## config.mk

```make
export PLATFORM = sky130hd
export DESIGN_NAME = lru_render_target_cache_unit
export DESIGN_NICKNAME = d
export VERILOG_FILES = /design/src/rtl/lrtc_pkg.sv /design/src/rtl/lrtc_cell.sv /design/src/rtl/lru_render_target_cache_unit.sv
export SDC_FILE = /design/constraint.sdc
export NUM_CORES = 1
export LEC_CHECK = 0
export BUFFER_PORTS_ARGS = -buffer_cell sky130_fd_sc_hd__buf_2
export CORE_MARGIN = 1.5
export CORE_UTILIZATION = 40
export DETAILED_ROUTE_END_ITERATION = 7
export GPL_ROUTABILITY_DRIVEN = 1
export HOLD_SLACK_MARGIN = 0.08
export PLACE_DENSITY_LB_ADDON = 0.12
export SLEW_MARGIN = 20
export SYNTH_ARGS = -nofsm -noshare
export SYNTH_HDL_FRONTEND = slang
export SYNTH_SLANG_ARGS = --single-unit
```

## constraint.sdc

```tcl
create_clock -name clock -period 9.69 [get_ports clock]
set_input_delay 0.969 -clock clock [delete_from_list [all_inputs] [get_ports clock]]
set_output_delay 0.969 -clock clock [all_outputs]
set_load 0.02 [all_outputs]
```

## src/rtl/lrtc_pkg.sv

```systemverilog
// types, constants and the rounding function of the render target cache
package lrtc_pkg;

   localparam int MAX_KEPT     = 10;
   localparam int DIM_W        = 15;
   localparam int SAMPLES_W    = 7;
   localparam int SLOT_FIELD_W = 4;

   typedef struct packed {
      logic [DIM_W-1:0]     request_width;
      logic [DIM_W-1:0]     request_height;
      logic [SAMPLES_W-1:0] request_samples;
      logic                 create_ok;
   } lrtc_req_type;

   typedef struct packed {
      logic                    hit;
      logic                    failed;
      logic [SLOT_FIELD_W-1:0] slot;
      logic [DIM_W-1:0]        rounded_width;
      logic [DIM_W-1:0]        rounded_height;
      logic                    evicted;
      logic [SLOT_FIELD_W-1:0] evicted_slot;
   } lrtc_rsp_type;

   typedef struct packed {
      logic [DIM_W-1:0]     width;
      logic [DIM_W-1:0]     height;
      logic [SAMPLES_W-1:0] samples;
   } lrtc_key_type;

   typedef struct packed {
      logic take_left;
      logic drop;
   } lrtc_cell_ctl_type;

   // round up to a power of two, modulo 2^DIM_W
   function automatic logic [DIM_W-1:0] round_pow2(input logic [DIM_W-1:0] v);
      logic [DIM_W-1:0] x;
      x = v - DIM_W'(1);
      x = x | (x >> 1);
      x = x | (x >> 2);
      x = x | (x >> 4);
      x = x | (x >> 8);
      return x + DIM_W'(1);
   endfunction

endpackage

```

## src/rtl/lrtc_cell.sv

```systemverilog
// one recency position: holds a slot number and its key, shifts from its left neighbor
module lrtc_cell
   import lrtc_pkg::*;
#(
   parameter int SLOT_W = 4
) (
   input  logic              clock,
   input  logic              reset,
   input  lrtc_cell_ctl_type ctl,
   input  lrtc_key_type      lookup_key,
   input  logic              left_valid,
   input  logic [SLOT_W-1:0] left_slot,
   input  lrtc_key_type      left_key,
   output logic              valid,
   output logic [SLOT_W-1:0] slot,
   output lrtc_key_type      key,
   output logic              match
);

   logic              valid_ff;
   logic              valid_in;
   logic [SLOT_W-1:0] slot_ff;
   lrtc_key_type      key_ff;

   always_comb begin
      valid_in = valid_ff;
      if (ctl.drop) begin
         valid_in = 1'b0;
      end else if (ctl.take_left) begin
         valid_in = left_valid;
      end
   end

   always_ff @(posedge clock) begin
      if (reset) begin
         valid_ff <= 1'b0;
      end else begin
         valid_ff <= valid_in;
      end
   end

   always_ff @(posedge clock) begin
      if (ctl.take_left && !ctl.drop) begin
         slot_ff <= left_slot;
         key_ff  <= left_key;
      end
   end

   assign valid = valid_ff;
   assign slot  = slot_ff;
   assign key   = key_ff;
   assign match = valid_ff && (key_ff == lookup_key);

endmodule

```

## src/rtl/lru_render_target_cache_unit.sv

```systemverilog
// render target cache: most-recent-first chain of cells with lookup and move to front
//
//   channel   direction  handshake            payload
//   req       in         req_valid/req_stall  lrtc_req_type
//   rsp       out        rsp_valid/rsp_stall  lrtc_rsp_type
//
// a request first registers the rounded key, then does the compare
// across all cells and the shift of the chain
// reset empties the chain by clearing each cell's valid bit, no clearing pass
// while a request is in work req_stall is high; the chain updates only when the
// response register is free or being taken, so rsp_stall delays the update
module lru_render_target_cache_unit
   import lrtc_pkg::*;
(
   input  logic         clock,
   input  logic         reset,
   input  logic         req_valid,
   output logic         req_stall,
   input  lrtc_req_type req_payload,
   output logic         rsp_valid,
   input  logic         rsp_stall,
   output lrtc_rsp_type rsp_payload
);

   localparam int SLOTS  = MAX_KEPT + 1;
   localparam int SLOT_W = $clog2(SLOTS);

   logic              pend_ff;
   logic              pend_in;
   lrtc_key_type      key_ff;
   logic              ok_ff;
   logic              rsp_valid_ff;
   logic              rsp_valid_in;
   lrtc_rsp_type      rsp_ff;
   lrtc_rsp_type      rsp_in;

   logic              accept;
   logic              fire;

   logic              cell_valid [SLOTS];
   logic [SLOT_W-1:0] cell_slot  [SLOTS];
   lrtc_key_type      cell_key   [SLOTS];
   logic              left_valid [SLOTS];
   logic [SLOT_W-1:0] left_slot  [SLOTS];
   lrtc_key_type      left_key   [SLOTS];
   lrtc_cell_ctl_type cell_ctl   [SLOTS];
   logic [SLOTS-1:0]  match;

   logic [SLOTS-1:0]  first;
   logic [SLOTS-1:0]  mask_le;
   logic              hit;
   logic              full;
   logic              evict;
   logic [SLOT_W-1:0] hit_slot;
   logic [SLOTS-1:0]  used;
   logic [SLOTS-1:0]  free_onehot;
   logic [SLOT_W-1:0] free_slot;
   logic [SLOT_W-1:0] front_slot;

   assign accept    = req_valid && !pend_ff;
   assign fire      = pend_ff && (!rsp_valid_ff || !rsp_stall);
   assign req_stall = pend_ff;

   // lookup and free slot search
   always_comb begin
      hit_slot  = '0;
      free_slot = '0;
      used      = '0;
      hit       = |match;
      full      = cell_valid[SLOTS-1];
      evict     = !hit && full;
      first     = match & (~match + SLOTS'(1));
      mask_le   = first | (first - SLOTS'(1));
      for (int i = 0; i < SLOTS; i++) begin
         if (first[i]) begin
            hit_slot = hit_slot | cell_slot[i];
         end
      end
      for (int i = 0; i < SLOTS; i++) begin
         for (int j = 0; j < SLOTS; j++) begin
            if (cell_valid[i] && !(evict && i == SLOTS - 1)
                && cell_slot[i] == SLOT_W'(j)) begin
               used[j] = 1'b1;
            end
         end
      end
      free_onehot = ~used & (used + SLOTS'(1));
      for (int j = 0; j < SLOTS; j++) begin
         if (free_onehot[j]) begin
            free_slot = free_slot | SLOT_W'(j);
         end
      end
      front_slot = hit ? hit_slot : free_slot;
   end

   // chain wiring and per-cell commands
   always_comb begin
      for (int i = 0; i < SLOTS; i++) begin
         if (i == 0) begin
            left_valid[i] = 1'b1;
            left_slot[i]  = front_slot;
            left_key[i]   = key_ff;
         end else begin
            left_valid[i] = cell_valid[i-1];
            left_slot[i]  = cell_slot[i-1];
            left_key[i]   = cell_key[i-1];
         end
         cell_ctl[i].take_left = fire && (hit ? mask_le[i] : ok_ff);
         cell_ctl[i].drop      = fire && evict && !ok_ff && (i == SLOTS - 1);
      end
   end

   for (genvar g = 0; g < SLOTS; g++) begin : g_cell
      lrtc_cell #(
         .SLOT_W(SLOT_W)
      ) u_cell (
         .clock      (clock),
         .reset      (reset),
         .ctl        (cell_ctl[g]),
         .lookup_key (key_ff),
         .left_valid (left_valid[g]),
         .left_slot  (left_slot[g]),
         .left_key   (left_key[g]),
         .valid      (cell_valid[g]),
         .slot       (cell_slot[g]),
         .key        (cell_key[g]),
         .match      (match[g])
      );
   end

   // response build
   always_comb begin
      rsp_in                = rsp_ff;
      rsp_in.hit            = hit;
      rsp_in.failed         = !hit && !ok_ff;
      rsp_in.slot           = (hit || ok_ff) ? SLOT_FIELD_W'(front_slot) : '0;
      rsp_in.rounded_width  = key_ff.width;
      rsp_in.rounded_height = key_ff.height;
      rsp_in.evicted        = evict;
      rsp_in.evicted_slot   = evict ? SLOT_FIELD_W'(cell_slot[SLOTS-1]) : '0;
   end

   always_comb begin
      pend_in = pend_ff;
      if (accept) begin
         pend_in = 1'b1;
      end else if (fire) begin
         pend_in = 1'b0;
      end
      rsp_valid_in = rsp_valid_ff;
      if (fire) begin
         rsp_valid_in = 1'b1;
      end else if (rsp_valid_ff && !rsp_stall) begin
         rsp_valid_in = 1'b0;
      end
   end

   always_ff @(posedge clock) begin
      if (reset) begin
         pend_ff      <= 1'b0;
         rsp_valid_ff <= 1'b0;
      end else begin
         pend_ff      <= pend_in;
         rsp_valid_ff <= rsp_valid_in;
      end
   end

   always_ff @(posedge clock) begin
      if (accept) begin
         key_ff.width   <= round_pow2(req_payload.request_width);
         key_ff.height  <= round_pow2(req_payload.request_height);
         key_ff.samples <= req_payload.request_samples;
         ok_ff          <= req_payload.create_ok;
      end
      if (fire) begin
         rsp_ff <= rsp_in;
      end
   end

   assign rsp_valid   = rsp_valid_ff;
   assign rsp_payload = rsp_ff;

endmodule

```

# Word level (Yosys, flattened, before mapping)
# Cells that the tools add are included.
# W data, S select, Z words.
# classes
n_mux	158
n_lt_le_gt_ge	0
mul	0
n_eq_ne	121
bitwise	23
n_addsub	7
reduce_logical	176
div	0
shift	0
# op_table
operator	count
$eq A37 B37 Y1	11
$eq A4 B3 Y1 const B	44
$logic_and A1 B1 Y1	152
$mux W1	137
$eq A4 B4 Y1 const B	33
$eq A4 B2 Y1 const B	22
$mux W4	15
$eq A4 B1 Y1 const B	11
$logic_not A4 Y1	11
$or A4 B4 Y4	10
$add A15 B1 Y15 const B	2
$or A15 B11 Y15	2
$or A15 B13 Y15	2
$or A15 B14 Y15	2
$or A15 B7 Y15	2
$sub A15 B1 Y15 const B	2
$add A11 B1 Y11 const B	2
$and A11 B11 Y11	2
$not A11 Y11	2
$mux W3	4
$or A11 B11 Y11	1
$reduce_or A11 Y1	1
$sub A11 B1 Y11 const B	1
$logic_not A1 Y1	7
4 further kinds	7
# totals
inputBits	42
reg_bits	543
ramBits	0
output_inout_bits	43
wordCells	553
mem_bits_ro	0
memories	0
latch_bits	0

# Longest topological paths before layout
# depth
word_depth	27
mapped_depth	17
depth_no_buf	17

# Cells and area by module
# A second synthesis with hierarchy kept.
# unflattened
hier_cells	1664
hier_area_um2	24212.0
# by_module_without_submodules
module	seq_area_each_um2	area_each_um2	n_inst	cells_per_inst
lrtc_cell	1251.2	1680.4	11	95
lru_render_target_cache_unit	2412.3	5728.0	1	619

# Least setup slack after synthesis
# No wires, ideal clock.
# synth_timing
path_type	register to register
from	reg key_ff[34] (netlist bit)
to	reg g_cell[7].u_cell.valid_ff
setup_time_ps	343
stages_incl_launch_ff	12
required_ps	9347
arrival_ps	7177
path_slack_ps	2170
path_cell_list	edfxtp_1 > buf_2 > xor2_1 > nor4_1 > nand4_1 > or4_1 > buf_1 > and4b_1 > nor4bb_1 > a21o_1 > nor4b_1 > o21ai_0
# synth_rtl
element	line	source
start, declared	lru_render_target_cache_unit.sv:30	lrtc_key_type key_ff;
end signal, assigned	lrtc_cell.sv:38	valid_ff <= valid_in;
end, declared	lrtc_cell.sv:20	logic valid_ff;

# Final worst setup path
# layout_timing
from	reg key_ff[5] (netlist bit)
to	reg g_cell[10].u_cell.key_ff (netlist bit g_cell[10].u_cell.key[21]), enable pin
# layout_via
elab_chain_cells	10
word_cells_on_any_way	36
cone_classes	add/sub (2); eq/ne (11); mux (1); bitwise (3); reduce/logical (19)
# layout_rtl
element	line	source
$eq A37 B37 Y1	lrtc_cell.sv:52	assign match = valid_ff && (key_ff == lookup_key);
$logic_and A1 B1 Y1	lrtc_cell.sv:52	
$not A11 Y11	lru_render_target_cache_unit.sv:72	first = match & (~match + SLOTS'(1));
$add A11 B1 Y11	lru_render_target_cache_unit.sv:72	
$and A11 B11 Y11	lru_render_target_cache_unit.sv:72	
$sub A11 B1 Y11	lru_render_target_cache_unit.sv:73	mask_le = first | (first - SLOTS'(1));
$or A11 B11 Y11	lru_render_target_cache_unit.sv:73	
$mux W1	lru_render_target_cache_unit.sv:108	cell_ctl[i].take_left = fire && (hit ? mask_le[i] : ok_ff);
$logic_and A1 B1 Y1	lru_render_target_cache_unit.sv:108	
$logic_and A1 B1 Y1 *	lrtc_cell.sv:43	if (ctl.take_left && !ctl.drop) begin
end signal, assigned	lrtc_cell.sv:45	key_ff <= left_key;
end, declared	lrtc_cell.sv:23	lrtc_key_type key_ff;
# Every way passes the cells marked *; elsewhere a longest branch is shown, timed or not.
# A chain may end at the register's enable or synchronous reset.

==> flow_summary.ini <==
[cts]
clock_sinks = 543
clk_path_buf_depth = 3
numCtsBuffers = 59
cts_resized = 0
cts_max_level = 2
cts_tree = built
clk_pin_slew_worst_paths_ns = 0.06
clk_latency_ns = 0.62
cts_setup_buffers = 0
cts_root_buf = clkbuf_16
holdBufCountCts = 0

[sta]
skew_ns = 0.0245
min_period_ns = 5.03
setup_tns_ns = 0
drv_slew = 0
rsz0062_at_grt = false
hold_violations = 0
setup_violations = 0
slew-limit-headroom = 0.208
period_share = 0.519
max_freq_ghz = 0.199
worst_pin_slew_ns = 1.19

[global_route]
globalRoute.busiestLayer = met2
grt_use_met2 = 0.393
grt_max_degree = 44
grt_usage = 0.242
grt_pass1_wl_mm = 109
grt_overflow = 0
antenna_found_initial = 3
grt_pass1_vias = 15213
met3_usage = 0.0291
gr-usage-met1 = 0.344

[power_and_ir_drop]
ir_drop_v = 0.000142
finalPower_mw = 5.38
p_per_area_nw_per_um2 = 193
power.leakage_nw = 9.23

[finish]
syn_to_final_growth_pct = 13.9
mostFrequentLayoutCells = edfxtp_1 (530), xnor2_1 (214), xor2_1 (191), buf_2 (84), nor4_1 (69)
layout_commonest_cell = edfxtp_1
layout-drive-gt1-share = 0.127
num_antenna_cells = 0
nets = 1910
regArea_sq_um = 16200
fin_area_sq_um = 27900
fill_cells = 5343
multi_input_area_sq_um = 7880

[floorplanning]
rows = 90
coreArea_sq_um = 60500
die_h_microns = 250
die_w_microns = 250
start_util = 0.405
io_pins = 85
die-area_sq_um = 62700

[worst_hold_path]
min_delay_path_depth = 0
hp-class = reg -> reg
holdPathEnd = g_cell[6].u_cell.key[25]$_DFFE_PP_
hold_path.startpoint = g_cell[5].u_cell.key[25]$_DFFE_PP_

[synth]
async_flop_share = 0
synth_nets = 1789
postSynthAreaPerCell_sq_um = 14.1
netlist_area_sq_um = 24500
synth_edf_count = 530
post_synth_num_cell_types = 77
synthFlopType = edfxtp_1
synth_cells = 1741
synth_top_area_share = 0.650
seq_area_frac_synth = 0.661
synth_seq_cells = 543
yosysTopAreaCell = edfxtp_1
yosysWarnings = 0
ys_top_cells_by_area = edfxtp_1 (65%), xnor2_1 (7.7%), xor2_1 (6.8%)

[placement]
dpl-instance-area_sq_um = 25900
gp_congestion = 0.895
portBuffers = 84
hpwl_mm = 54.8

[detailed_routing]
viasPerCell = 5.60
vias = 15079
dr.pass1.iters = 5
ant_nets = 0
wl_per_cell_microns = 28.2
drc_errors = 0
wl_mm = 75.8
drt_iter0_drc = 1348

[critical_path]
path_depth = 11
reg2reg_slack_ns = 4.66
cp_max_fo = 42
r2r_cells = 11
endpoint_kind = flip-flop
rr_startpoint = key_ff[5]$_DFFE_PP_
worstPathRequired_ns = 9.94
crit_slowest_cell = edfxtp_1
r2r_end = g_cell[10].u_cell.key[21]$_DFFE_PP_
arrival_ns = 5.28
worstSetupPathType = reg -> reg
cp_top_family = simple AND/OR/NAND/NOR gates
critPathLaunchType = flip-flop
crit_chain = inv_1, a22o_1, or4_1, nor4_2, and4b_1, nor4bb_4, a21o_1, inv_2, nand3b_1, nor2b_4, buf_4
slowest_delay_ns = 0.93
cp.buffers_inverters = 3

[run]
max-cap-violations = 0

[run_status]
status = completed
[power breakdown]
group / internal (mW) / switching, mW
Sequential: 2.68 / 0.0913
Combinational: 0.122 / 0.235
Clock: 1.32 / 0.933
[per-stage QoR]
step | instances | util | hold slack [ns] | setup WS (ns)
after floorplan | 1741 | - | 0.421 | 2.17
after global placement | 2581 | 0.429 | 0.446 | 4.42
after detailed placement | 2582 | 0.429 | 0.453 | 4.26
after CTS | 2691 | 0.461 | 0.461 | 4.17
after global routing | 2692 | 0.461 | 0.471 | 4.37
final | 2692 | 0.461 | 0.460 | 4.66
[cells in the mapped netlist (8+ instances only)]
cell and instances:
nor3b_1 11, and2_1 9, nand3b_1 22, or3b_2 8
nor4_1 70, nand3_1 31, a31oi_1 11, o21ai_0 28
a21oi_1 30, xnor2_1 214, nor2_1 65, a2111oi_0 8
inv_1 49, xor2_1 191, nand2b_1 29, o22ai_1 16
or3_1 9, clkbuf_1 22, buf_2 36, edfxtp_1 530
nand4_1 66, nor2b_1 14, dfxtp_1 13, mux2i_1 21
and3_1 13, o32ai_1 9, nand2_1 67, nor3_1 37
[worst max-delay path by stage]
stage | from | end
after floorplan | key_ff[34]$_DFFE_PP_ | g_cell[7].u_cell.valid$_SDFFE_PP0P_
after global placement | key_ff[5]$_DFFE_PP_ | g_cell[6].u_cell.valid$_SDFFE_PP0P_
after detailed placement | key_ff[5]$_DFFE_PP_ | g_cell[6].u_cell.valid$_SDFFE_PP0P_
after CTS | key_ff[5]$_DFFE_PP_ | g_cell[6].u_cell.valid$_SDFFE_PP0P_
after global routing | key_ff[34]$_DFFE_PP_ | g_cell[9].u_cell.key[8]$_DFFE_PP_
final | key_ff[5]$_DFFE_PP_ | g_cell[10].u_cell.key[21]$_DFFE_PP_
[sequential cells by signal, indices dropped and copies added (netlist names)]
| signal | flops |
|---|---|
| rsp_valid | 1 |
| req_stall | 1 |
| g_cell.u_cell.key | 407 |
| rsp_payload | 41 |
| g_cell.u_cell.slot | 44 |
| key_ff | 37 |
| g_cell.u_cell.valid | 11 |
| ok_ff | 1 |
[metal layers]
metal  vias to the layer above  wire (microns)
li1                       6797               -
met1                      7703           34600
met2                       479           35900
met3                       100            3580
met4                         0            1780
met5                         -               0
[layout make-up]
class,count,share of cell area
Clock inverter,31,0.0111
Multi-Input combinational cell,1083,0.283
Timing Repair Buffer,126,0.0271
Tap cell,782,0.0351
Sequential cell,543,0.580
Inverter,49,0.00660
Clock buffer,78,0.0574
[cells by family after synthesis]
family          count (synthesis)  share of synthesized area
simple gates                  481                      0.112
compound gates                168                     0.0495
flops                         543                      0.661
mux                            23                    0.00951
buf+inv                       115                     0.0202
xor+xnor                      405                      0.145
fa+ha+maj                       6                    0.00307
Note: power is estimated with default switching activity, not from simulation.
